<file path="src/rtl/core/mtf_pkg.sv">
package mtf_pkg;

  localparam int unsigned DEPTH       = 16;
  localparam int unsigned VALUE_WIDTH = 32;
  localparam int unsigned ITEM_WIDTH  = 32;
  localparam int unsigned COUNT_WIDTH = $clog2(DEPTH + 1);
  localparam int unsigned OUT_COUNT_W = 5;
  localparam int unsigned OUT_DATA_W  = ((2 + OUT_COUNT_W + 7) / 8) * 8;

  typedef logic signed [VALUE_WIDTH-1:0] value_t;
  typedef logic [COUNT_WIDTH-1:0]        count_t;

  typedef enum logic {
    KIND_INSERT = 1'b0,
    KIND_ACCESS = 1'b1
  } kind_e;

  typedef enum logic [1:0] {
    ST_INSERTED  = 2'd0,
    ST_FOUND     = 2'd1,
    ST_NOT_FOUND = 2'd2,
    ST_FULL      = 2'd3
  } status_e;

  // One list slot as it moves from cell to cell.
  typedef struct packed {
    logic   valid;
    value_t value;
  } mtf_entry_t;

  // Command broadcast to every cell for the beat being taken.
  typedef struct packed {
    value_t key;
    logic   insert_en;
    logic   access_en;
  } mtf_cmd_t;

endpackage

</file>
<file path="src/rtl/core/mtf_cell.sv">
module mtf_cell (
  input  logic               clk_i,
  input  logic               rst_ni,
  input  mtf_pkg::mtf_cmd_t   cmd_i,
  input  logic               found_i,
  input  mtf_pkg::mtf_entry_t prev_i,
  input  logic               hit_i,
  output mtf_pkg::mtf_entry_t entry_o,
  output logic               hit_o
);
  import mtf_pkg::*;

  logic   valid_q, valid_d;
  value_t value_q, value_d;
  logic   match;
  logic   load;

  assign match = valid_q && (value_q == cmd_i.key);
  assign hit_o = hit_i | match;

  // Shift on insert; on access shift every cell up to and including the
  // frontmost match.
  assign load = cmd_i.insert_en | (cmd_i.access_en & found_i & ~hit_i);

  always_comb begin
    valid_d = valid_q;
    value_d = value_q;
    if (load) begin
      valid_d = prev_i.valid;
      value_d = prev_i.value;
    end
  end

  always_ff @(posedge clk_i or negedge rst_ni) begin
    if (!rst_ni) begin
      valid_q <= 1'b0;
    end else begin
      valid_q <= valid_d;
    end
  end

  always_ff @(posedge clk_i) begin
    value_q <= value_d;
  end

  assign entry_o.valid = valid_q;
  assign entry_o.value = value_q;

endmodule

</file>
<file path="src/rtl/core/move_to_front_list_unit.sv">
// Channel   Dir  tdata                                  tuser
// s_axis    in   [31:0] item_value                      [0] kind
// m_axis    out  [1:0] status, [6:2] entry_count, pad   -
//
// One beat per cycle unless a stalled result blocks input: every cell
// compares against the key in parallel and the frontmost-match chain
// through the cells picks the shift span. Result appears in the cycle
// after the input beat, from the output register. Reset empties the list
// (valid bits and count clear); entry values hold. A stalled result blocks
// input only while the output register is full and m_axis_tready is low.
module move_to_front_list_unit (
  input  logic                              clk_i,
  input  logic                              rst_ni,
  input  logic                              s_axis_tvalid_i,
  output logic                              s_axis_tready_o,
  input  logic [mtf_pkg::ITEM_WIDTH-1:0]    s_axis_tdata_i,   // [31:0] item_value
  input  logic                              s_axis_tuser_i,   // [0] kind
  output logic                              m_axis_tvalid_o,
  input  logic                              m_axis_tready_i,
  output logic [mtf_pkg::OUT_DATA_W-1:0]    m_axis_tdata_o    // [1:0] status, [6:2] entry_count
);
  import mtf_pkg::*;

  mtf_cmd_t   cmd;
  mtf_entry_t link [DEPTH+1];
  logic       hit  [DEPTH+1];
  logic [DEPTH-1:0] valid_vec;
  logic       accept;
  logic       full;
  logic       found;
  kind_e      kind;

  count_t     count_q, count_d;
  logic       out_valid_q;
  status_e    out_status_q, status_d;
  logic [OUT_COUNT_W-1:0] out_count_q;

  assign kind   = kind_e'(s_axis_tuser_i);
  assign accept = s_axis_tvalid_i && s_axis_tready_o;
  assign full   = link[DEPTH].valid;
  assign found  = hit[DEPTH];

  assign cmd.key       = value_t'($signed(s_axis_tdata_i));
  assign cmd.insert_en = accept && (kind == KIND_INSERT) && !full;
  assign cmd.access_en = accept && (kind == KIND_ACCESS);

  // Front cell takes the key as a fresh valid entry.
  assign link[0].valid = 1'b1;
  assign link[0].value = cmd.key;
  assign hit[0]        = 1'b0;

  for (genvar g = 0; g < DEPTH; g++) begin : g_cell
    mtf_cell u_cell (
      .clk_i   (clk_i),
      .rst_ni  (rst_ni),
      .cmd_i   (cmd),
      .found_i (found),
      .prev_i  (link[g]),
      .hit_i   (hit[g]),
      .entry_o (link[g+1]),
      .hit_o   (hit[g+1])
    );
    assign valid_vec[g] = link[g+1].valid;
  end

  always_comb begin
    count_d  = count_q;
    status_d = ST_NOT_FOUND;
    unique case (kind)
      KIND_INSERT: begin
        if (full) begin
          status_d = ST_FULL;
        end else begin
          status_d = ST_INSERTED;
          count_d  = count_q + count_t'(1);
        end
      end
      KIND_ACCESS: begin
        status_d = found ? ST_FOUND : ST_NOT_FOUND;
      end
      default: status_d = ST_NOT_FOUND;
    endcase
  end

  assign s_axis_tready_o = !out_valid_q || m_axis_tready_i;

  always_ff @(posedge clk_i or negedge rst_ni) begin
    if (!rst_ni) begin
      count_q     <= '0;
      out_valid_q <= 1'b0;
    end else begin
      if (accept) begin
        count_q     <= count_d;
        out_valid_q <= 1'b1;
      end else if (m_axis_tready_i) begin
        out_valid_q <= 1'b0;
      end
    end
  end

  // Hold result payload until the next beat is taken.
  always_ff @(posedge clk_i) begin
    if (accept) begin
      out_status_q <= status_d;
      out_count_q  <= OUT_COUNT_W'(count_d);
    end
  end

  assign m_axis_tvalid_o = out_valid_q;
  assign m_axis_tdata_o  = OUT_DATA_W'({out_count_q, out_status_q});

  a_count_matches_cells: assert property (@(posedge clk_i) disable iff (!rst_ni)
    $countones(valid_vec) == int'(count_q))
    else $error("entry count disagrees with cell valid bits");

  a_valid_packed_front: assert property (@(posedge clk_i) disable iff (!rst_ni)
    ((valid_vec + 1'b1) & valid_vec) == '0)
    else $error("valid cells not packed at the front");

  a_found_moves_front: assert property (@(posedge clk_i) disable iff (!rst_ni)
    cmd.access_en && found |=> link[1].valid && (link[1].value == $past(cmd.key)))
    else $error("found entry not at front after access");

  a_full_keeps_count: assert property (@(posedge clk_i) disable iff (!rst_ni)
    accept && (kind == KIND_INSERT) && full |=> $stable(count_q) && (out_status_q == ST_FULL))
    else $error("insert into full list changed count or status");

endmodule

</file>
<file path="config.mk">
export PLATFORM = sky130hd
export DESIGN_NAME = move_to_front_list_unit
export DESIGN_NICKNAME = d
export VERILOG_FILES = /design/src/rtl/core/mtf_pkg.sv /design/src/rtl/core/mtf_cell.sv /design/src/rtl/core/move_to_front_list_unit.sv
export SDC_FILE = /design/constraint.sdc
export NUM_CORES = 1
export LEC_CHECK = 0
export BUFFER_PORTS_ARGS = -buffer_cell sky130_fd_sc_hd__buf_2
export CORE_UTILIZATION = 55
export CTS_CLUSTER_DIAMETER = 200
export DETAILED_ROUTE_END_ITERATION = 16
export PLACE_DENSITY_LB_ADDON = 0.15
export REMOVE_ABC_BUFFERS = 1
export SLEW_MARGIN = 10
export SYNTH_ARGS = -nofsm -noshare
export SYNTH_HDL_FRONTEND = slang
export SYNTH_SLANG_ARGS = --single-unit
</file>
<file path="constraint.sdc">
create_clock -name clk_i -period 4.6 [get_ports clk_i]
set_input_delay 0.23 -clock clk_i [delete_from_list [all_inputs] [get_ports clk_i]]
set_output_delay 0.23 -clock clk_i [all_outputs]
set_load 0.1 [all_outputs]
</file>
; ---- After elaboration in Yosys (flattened, before gate mapping)
; Index checks and enable logic that the tools add are counted.
[word_totals]
reg_bits = 541
in_bits = 37
output_inout_bits = 10
wordCells = 147
[classes]
n_addsub = 1
n_eq_ne = 16
mux = 7
bitwise_logic = 63
n_reduce_logical = 24
[ops]
columns = cell, count
row1 = == test 32 bit, 16
row2 = OR 1 bit, 31
row3 = logical AND 1 bit, 20
row4 = AND 1 bit, 16
row5 = inverter 1 bit, 16
row6 = 2-to-1 mux 5 bit, 2
row7 = "adder 5 x 1 -> 5 bit, second input constant", 1
row8 = 2-to-1 mux 2 bit, 2
row9 = one-hot mux 2 bit (2 select lines), 1
row10 = zero test 1 bit, 2
row11 = 2-to-1 mux 1 bit, 2
row12 = nonzero test 2 bit, 1
row13 = logical OR 1 bit, 1

; ---- Longest topological paths before layout
; Gate-level depths: netlist of the first run.
[logic_depth]
depth_word = 20
depth_mapped = 12
ltp_nobuf = 9

; ---- By module
; Synthesis of the first run repeated with hierarchy kept, for this count alone.
[hier_totals]
hier_cells = 1341
area_unflattened_um2 = 22555.4
[modules_own_cells]
columns = mod, n_inst, cells_each, area_per_inst_um2, seq_area_each_um2
row1 = mtf_cell, 16, 81, 1371.3, 985.9
row2 = move_to_front_list_unit, 1, 45, 614.3, 360.3

; ---- Worst setup path after synthesis of the first run
; OpenSTA, ideal clock, no wires.
[synth_path]
kind = reg2reg
start = reg out_valid_q, in the netlist m_axis_tvalid_o
end = reg g_cell[4].u_cell.valid_q
setup_time_ns = 0.129
arrival_time_ns = 4.562
required_time_ns = 4.471
path_slack_ns = -0.091
path_stages_with_launch = 8
path_buffers = 0
period_less_slack_ns = 4.691
cell_sequence = dfrtp_1 nand2b_1 nand2_1 inv_1 nand2_1 o21bai_4 a21oi_1 mux2_1
[synth_via]
elab_chain_cells = 7
elab_cells_between_ends = 9
classes_between = bitwise: 3 / reduce/logical: 6
[synth_rtl]
columns = element, line
row1 = "start, declared", move_to_front_list_unit.sv:34  ; logic out_valid_q;
row2 = "start signal, assigned", move_to_front_list_unit.sv:90  ; out_valid_q <= 1'b0;
row3 = "start signal, assigned", move_to_front_list_unit.sv:94  ; out_valid_q <= 1'b1;
row4 = "start signal, assigned", move_to_front_list_unit.sv:96  ; out_valid_q <= 1'b0;
row5 = zero test 1 bit *, move_to_front_list_unit.sv:85  ; assign s_axis_tready_o = !out_valid_q || m_axis_tready_i;
row6 = logical OR 1 bit *, move_to_front_list_unit.sv:85
row7 = named net s_axis_tready_o, move_to_front_list_unit.sv:15  ; output logic s_axis_tready_o,
row8 = logical AND 1 bit *, move_to_front_list_unit.sv:39  ; assign accept = s_axis_tvalid_i && s_axis_tready_o;
row9 = named net accept, move_to_front_list_unit.sv:28  ; logic accept;
row10 = logical AND 1 bit, move_to_front_list_unit.sv:45  ; assign cmd.access_en = accept && (kind == KIND_ACCESS);
row11 = AND 1 bit (2 in a row), mtf_cell.sv:23  ; assign load = cmd_i.insert_en | (cmd_i.access_en & found_i & ~hit_i);
row12 = OR 1 bit *, mtf_cell.sv:23
row13 = named net g_cell[4].u_cell.load, mtf_cell.sv:16  ; logic load;
row14 = "end signal, assigned", mtf_cell.sv:38  ; valid_q <= valid_d;
row15 = "end, declared", mtf_cell.sv:13  ; logic valid_q, valid_d;
; Mark *: on every way through the listed nets, which the timed path passes. The rest lies on a longest branch.
; A chain may end at the register's enable or synchronous reset.

; ---- Final worst setup path of the first run
[layout_path]
start = in s_axis_tdata_i[11] in the netlist's numbering
end = reg g_cell[14].u_cell.value_q[15], enable pin
[layout_via]
elab_chain_cells = 20
elab_cells_between_ends = 51
classes_between = eq/ne: 16 / bitwise: 19 / reduce/logical: 16
[layout_rtl]
columns = element, line
row1 = "start, declared", move_to_front_list_unit.sv:16  ; input logic [mtf_pkg::ITEM_WIDTH-1:0] s_axis_tdata_i,
row2 = == test 32 bit, mtf_cell.sv:18  ; assign match = valid_q && (value_q == cmd_i.key);
row3 = logical AND 1 bit, mtf_cell.sv:18
row4 = OR 1 bit (15 in a row), mtf_cell.sv:19  ; assign hit_o = hit_i | match;
row5 = AND 1 bit, mtf_cell.sv:23
row6 = AND 1 bit *, mtf_cell.sv:23
row7 = OR 1 bit *, mtf_cell.sv:23
row8 = named net g_cell[14].u_cell.load, mtf_cell.sv:16
row9 = "end signal, assigned", mtf_cell.sv:43  ; value_q <= value_d;
row10 = "end, declared", mtf_cell.sv:14  ; value_t value_q, value_d;
; Marked as above.

==> flow_metrics.env, run 1 <==
export IMPL_ir_worst_vdd_mv=0.317
export IMPL_vias_per_cell=6.32
export IMPL_p_per_area_mw_per_mm2=424
export IMPL_synth_cell_types=52
export IMPL_clk_latency_ns=0.61
export IMPL_cts_resized_gates=0
export IMPL_worstSetupStartpointType="primary input"
export IMPL_critPathLaunch="s_axis_tdata_i[11]"
export IMPL_dieArea_mm2=0.0439
export IMPL_boundaryPins=47
export IMPL_fillers=3134
export IMPL_first_global_vias=13668
export IMPL_pre_cts_ws_ns=0.459
export IMPL_synth_xor_area_frac=0.192
export IMPL_finalSetupTns_ns=0
export IMPL_drtIter0Drc=1741
export IMPL_yosysWarnings=0
export IMPL_critPathTopFamily="simple AND/OR/NAND/NOR gates"
export IMPL_cp_slowest_cell="nor2_2"
export IMPL_sequentialPowerShare=0.521
export IMPL_layout_nets=1678
export IMPL_fmax_mhz=262
export IMPL_grt_overflow=0
export IMPL_track_usage=0.331
export IMPL_holdCritStartpoint="s_axis_tdata_i[16]"
export IMPL_max_clock_path_buffers=3
export IMPL_synth_async_reset_ratio=0.0407
export IMPL_die_h_um=209
export IMPL_ys_seq_area_frac=0.682
export IMPL_std_cell_rows=75
export IMPL_cts_htree_levels=2
export IMPL_power_share_switching=0.248
export IMPL_die_x_um=209
export IMPL_path_class="in -> reg"
export IMPL_hold_violations=0
export IMPL_setup_viol=0
export IMPL_cts_root_buf="clkbuf_16"
export IMPL_grt_max_degree=34
export IMPL_drv_slew=0
export IMPL_finalWorstSetupSlack_ns=0.782
export IMPL_hpwl_um=51000
export IMPL_start_util=0.561
export IMPL_numCtsBuffers=56
export IMPL_whs_ns=0.0466
export IMPL_ant_nets=0
export IMPL_synth_area_mux_share=0.00729
export IMPL_synthAdderAreaFrac=0.000529
export IMPL_synth_top_family_by_area="XOR/XNOR gates"
export IMPL_cts_tree="done"
export IMPL_diodes=0
export IMPL_max_cap_violations=0
export IMPL_route_detailed_drc=0
export IMPL_status="complete, no violations"
export IMPL_cts_num_sinks=541
export IMPL_netlist_instances=1528
export IMPL_hold_class="in -> reg"
export IMPL_synth_seq_cells=541
export IMPL_syn_to_final_growth_pct=12.4
export IMPL_worstReg2RegStart="g_cell[3].u_cell.value_q[11]"
export IMPL_drive_gt1_frac=0.131
export IMPL_antenna_found_initial=0
export IMPL_synth_compound_area_share=0.00899
export IMPL_drtPass1Iterations=7
export IMPL_rsz0062_at_grt="no"
export IMPL_cp_arrival_ns=4.13
export IMPL_clk_pin_slew_worst_paths_ns=0.06
export IMPL_cp_max_fo=15
export IMPL_p_switching_uw=2800
export IMPL_core_area_mm2=0.0422
export IMPL_path_cells="dlygate4sd3_1 -> buf_2 -> buf_4 -> xnor2_1 -> nand4_1 -> nor4_1 -> nand4_1 -> nor4_1 -> buf_4 -> or3_1 -> o21bai_4 -> nor2_2 -> buf_4"
export IMPL_period_needed_ns=3.82
export IMPL_max_stage_delay_ns=0.55
export IMPL_wire_per_inst_um=31.7
export IMPL_critPathBufInv=5
export IMPL_grt_pass1_wl_um=101000
export IMPL_skew_ns=0.0159
export IMPL_endpoint_kind="register"
export IMPL_totalWireLength_um=70600
export IMPL_gp_congestion=0.966
export IMPL_power_internal_uw=8480
export IMPL_tightest_slew_ns=0.974
export IMPL_cpMostUsedCell="buf_4"
export IMPL_max_slew_margin_rel=0.349
export IMPL_place_port_buffers=45
export IMPL_power_frac_clock=0.384
export IMPL_synth_simple_gate_area_frac=0.0873
export IMPL_fin_crit_sh=0.830
export IMPL_fin_util=0.630
export IMPL_synth_ff_type="edfxtp_1"
export IMPL_synthesis_area_mm2=0.0237
export IMPL_total_leakage_power_uw=0.00889
export IMPL_vias=14054
export IMPL_avgSynthCellArea_um2=15.5
export IMPL_critical_path_required_ns=4.91
export IMPL_synth_edf_count=519
export IMPL_comb_power_share=0.095
-- kinds of logic (layout without fill, tap and decap cells) --
kind of cell | after synthesis | in the layout
flip-flops | 541 | 541
XOR/XNOR | 520 | 520
AND/OR/NAND/NOR | 345 | 345
buffers and inverters | 77 | 234
AO/OA/AOI/OAI | 28 | 28
multiplexers | 15 | 15
adder cells (fa/ha/maj) | 1 | 1
other | 1 | 1
-- through the flow --
step / total power, µW / cell area (µm²) / cells
final: 11300 / 26600 / 2224
after floorplan: 6480 / 23200 / 1461
after global routing: 11600 / 26600 / 2224
after CTS: 11300 / 26600 / 2224
after detailed placement: 7010 / 24800 / 2117
after global placement: 7010 / 24800 / 2117
-- placed cells by master (no fill, tap or decap), types with 2 or more instances in the layout --
cell type	instances
a21oi_1	5
a21oi_4	7
a41o_1	2
a41oi_1	2
and2_1	2
and3_1	3
and4_1	2
buf_12	8
buf_2	45
buf_4	64
clkbuf_1	17
clkbuf_16	57
clkbuf_8	9
clkinv_1	4
clkinv_2	13
dfrtp_1	22
dlygate4sd3_1	4
edfxtp_1	519
inv_1	9
mux2_1	13
nand2_1	31
nand2b_1	4
nand3_1	30
nand4_1	70
nand4b_1	10
nor2_1	16
nor2_2	7
nor2b_1	2
nor3_1	18
nor4_1	113
nor4b_1	8
or3_1	7
or4_1	17
xnor2_1	193
xor2_1	327
-- layer usage --
layer  vias up  track usage  routed length [µm]
met5         -            0                   0
met4         0        0.132                3000
met3       163       0.0572                6530
met2       866        0.517               32400
met1      7107        0.464               28700
li1       5918            -                   -
-- registers in the layout (all words and copies together) (netlist names) --
name and cells:
out_count_q 5, g_cell.u_cell.valid_q 16, count_q 5, m_axis_tvalid_o 1
out_status_q 2, g_cell.u_cell.value_q 512
-- area by class of cell --
type                            instances  area [µm²]  area share
Clock buffer                           83        1610      0.0607
Timing Repair Buffer                  121         906      0.0340
Multi-Input combinational cell        910        7120       0.267
Tap cell                              539         674      0.0253
Inverter                               10        37.5     0.00141
Sequential cell                       541       16100       0.606
Clock inverter                         20         126     0.00475
-- power by group through the flow --
stage	Clock (µW)	Sequential (µW)	Combinational, µW
detailed placement	0	5970	1040
floorplan	0	5970	513
finish	4330	5870	1070
global placement	0	5970	1040
global route	4540	5890	1130
CTS	4380	5870	1050
-- worst paths after layout --
check	endpoint	slack, ns	depth (start not counted)
max	g_cell[14].u_cell.value_q[15]	0.78	13
min	g_cell[0].u_cell.value_q[16]	0.05	1
max reg2reg	g_cell[14].u_cell.value_q[15]	0.85	9
min reg2reg	g_cell[15].u_cell.value_q[26]	0.47	0
max in group asynchronous	g_cell[4].u_cell.valid_q	3.76	2
min in group asynchronous	count_q[0]	0.28	2
-- synthesized netlist by cell type (3+ instances only) --
master,number,area [µm²]
nand2b_1,4,25.0
edfxtp_1,519,15600
and3_1,3,18.8
nand4_1,70,438
buf_6,13,146
nor4_1,113,707
a21oi_1,11,55.1
nand4b_1,10,87.6
xnor2_1,193,1690
xor2_1,327,2860
buf_2,28,140
nor4b_1,8,70.1
dfrtp_1,22,551
nand3_1,30,150
nor2_2,3,18.8
inv_1,9,33.8
nand2_1,31,116
buf_4,25,188
or3_1,7,43.8
mux2_1,13,146
nor2_1,20,75.1
or4_1,17,128
nor3_1,18,90.1
-- repair_timing --
action,4_1_cts,5_1_grt
hold buffers,4,0
setup endpoints to repair,0,0
setup buffers,0,0
endpoints found under the hold margin,24,0
Power figures use the tool's default switching activity.
==> inputs of run 2 (changes only) <==
- clock period: 4.6 -> 3.8 ns (I/O delays scaled with it)
==> run 2 against run 1 <==
Clock power up 27%; largest power group unchanged; clock skew up 0.0041 ns; critical path depth unchanged; register-to-register slack worse by 0.65 ns; count of clock-buffer cells in the layout down 19.
==> flow_metrics.env, run 2 (synthesis results as in run 1) <==
export IMPL_status="complete, no violations"
export IMPL_biggestRegsByFlops="g_cell.u_cell.value_q x512, g_cell.u_cell.valid_q x16"
export IMPL_drtPass1Iterations=6
export IMPL_clk_pin_slew_worst_paths_ns=0.06
export IMPL_endpoint_kind="register"
export IMPL_drive_gt1_frac=0.143
export IMPL_reg2reg_slack_ns=0.20
export IMPL_grt_max_degree=34
export IMPL_cp_max_fo=22
export IMPL_final_cell_mix="edfxtp_1, xor2_1, xnor2_1"
export IMPL_max_slew_margin_rel=0.407
export IMPL_hold_violations=0
export IMPL_std_cell_rows=75
export IMPL_pre_cts_ws_ns=-0.199
export IMPL_power_internal_uw=10500
export IMPL_comb_power_share=0.096
export IMPL_path_class="in -> reg"
export IMPL_rsz0062_at_grt="no"
export IMPL_wire_per_inst_um=31.1
export IMPL_power_frac_clock=0.395
export IMPL_finalSetupTns_ns=0
export IMPL_clk_latency_ns=0.61
export IMPL_cts_root_buf="clkbuf_16"
export IMPL_cts_num_sinks=541
export IMPL_worstSetupStartpointType="primary input"
export IMPL_largest_reg_flops=512
export IMPL_sequentialPowerShare=0.509
export IMPL_total_leakage_power_uw=0.00916
export IMPL_route_detailed_drc=0
export IMPL_hold_class="in -> reg"
export IMPL_period_needed_ns=3.62
export IMPL_fmax_mhz=276
export IMPL_syn_to_final_growth_pct=14.9
export IMPL_setup_viol=0
export IMPL_regMostFlops="g_cell.u_cell.value_q"
export IMPL_max_cap_violations=0
export IMPL_antenna_found_initial=0
export IMPL_gp_congestion=0.986
export IMPL_cts_tree="done"
export IMPL_drv_slew=0
export IMPL_grt_overflow=0
export IMPL_dieArea_mm2=0.0439
export IMPL_die_h_um=209
export IMPL_start_util=0.561
export IMPL_p_switching_uw=3450
export IMPL_max_stage_delay_ns=0.53
export IMPL_critPathBufInv=5
export IMPL_place_port_buffers=45
export IMPL_power_share_switching=0.247
export IMPL_grt_pass1_wl_um=101000
export IMPL_fin_crit_sh=0.953
export IMPL_first_global_vias=14017
export IMPL_critPathTopFamily="buffers and inverters"
export IMPL_cp_arrival_ns=3.90
export IMPL_layout_nets=1710
export IMPL_finalWorstSetupSlack_ns=0.177
export IMPL_cts_htree_levels=2
export IMPL_post_cts_buffers=0
export IMPL_drtIter0Drc=1875
export IMPL_boundaryPins=47
export IMPL_ant_nets=0
export IMPL_path_cells="dlygate4sd3_1 -> buf_2 -> buf_4 -> xnor2_1 -> nand4_1 -> or4_1 -> nor3_2 -> a41o_1 -> or4b_4 -> o21bai_4 -> buf_4 -> nor2_2 -> buf_4"
export IMPL_fin_util=0.644
export IMPL_vias_per_cell=6.31
export IMPL_critical_path_required_ns=4.08
export IMPL_cpMostUsedCell="buf_4"
export IMPL_tightest_slew_ns=0.888
export IMPL_skew_ns=0.0200
export IMPL_core_area_mm2=0.0422
export IMPL_cp_slowest_cell="dlygate4sd3_1"
export IMPL_p_per_area_mw_per_mm2=514
export IMPL_vias=14241
export IMPL_total_power_uw=14000
export IMPL_die_x_um=209
export IMPL_hpwl_um=50800
export IMPL_numCtsBuffers=55
export IMPL_final_common_cell="edfxtp_1"
export IMPL_diodes=0
export IMPL_track_usage=0.328
export IMPL_max_clock_path_buffers=3
export IMPL_totalWireLength_um=70100
export IMPL_ir_worst_vdd_mv=0.366
[run 2: worst register-to-register path: cells and delay by family, from the launching register on]
kind                      cells  cell delay [ns]
DFF                           1             0.54
and+or+nand+nor               6             1.80
AOI/OAI and AO/OA             1             0.13
buffers and inverters         2             0.55
xor gates and xnor gates      1             0.22
[run 2: worst paths after layout]
path                                               from                            to  depth (start not counted)
max                                  s_axis_tdata_i[15]  g_cell[10].u_cell.value_q[2]                         13
min reg2reg                 g_cell[0].u_cell.value_q[9]   g_cell[1].u_cell.value_q[9]                          0
max reg2reg                g_cell[2].u_cell.value_q[23]  g_cell[10].u_cell.value_q[2]                         10
min in group asynchronous                        rst_ni      g_cell[9].u_cell.valid_q                          2
min                                   s_axis_tdata_i[2]   g_cell[0].u_cell.value_q[2]                          1
max in group asynchronous                        rst_ni               m_axis_tvalid_o                          2
[run 2: metrics by stage]
step | hold slack, ns | cell area (µm²) | instances
after floorplan | -0.106 | 23200 | 1461
after global placement | 0.290 | 25300 | 2142
after detailed placement | 0.303 | 25300 | 2142
after CTS | 0.0108 | 27200 | 2256
after global routing | 0.0117 | 27200 | 2256
final | 0.0488 | 27200 | 2256
[run 2: layer usage]
metal / vias to the layer above / GRT usage / wire length (µm)
met5: - / 0 / 0
met4: 0 / 0.125 / 2970
met3: 182 / 0.0540 / 6400
met2: 880 / 0.510 / 32000
met1: 7199 / 0.468 / 28800
li1: 5980 / - / -
[run 2: power groups by stage]
| stage | clock [µW] | combinational (µW) | sequential [µW] |
|---|---|---|---|
| 3_3_place_gp | 0 | 1300 | 7220 |
| 3_5_place_dp | 0 | 1310 | 7220 |
| 4_1_cts | 5560 | 1330 | 7100 |
| 2_1_floorplan | 0 | 622 | 7230 |
| 5_1_grt | 5780 | 1420 | 7130 |
| 6_report | 5520 | 1350 | 7110 |
[run 2: repair_timing]
item	in CTS	in global routing
endpoints found under the hold margin	32	0
resized for setup	0	2
hold buffers	12	0
setup endpoints to repair	0	72
[run 2: cell type report]
class,count,area [µm²]
clock inverters,38,384
well taps,539,674
clock buffers,64,1420
repair buffers,154,1420
inverters,10,37.5
multi-input cells,910,7130
flip-flops and latches,541,16100
fillers,3101,15000
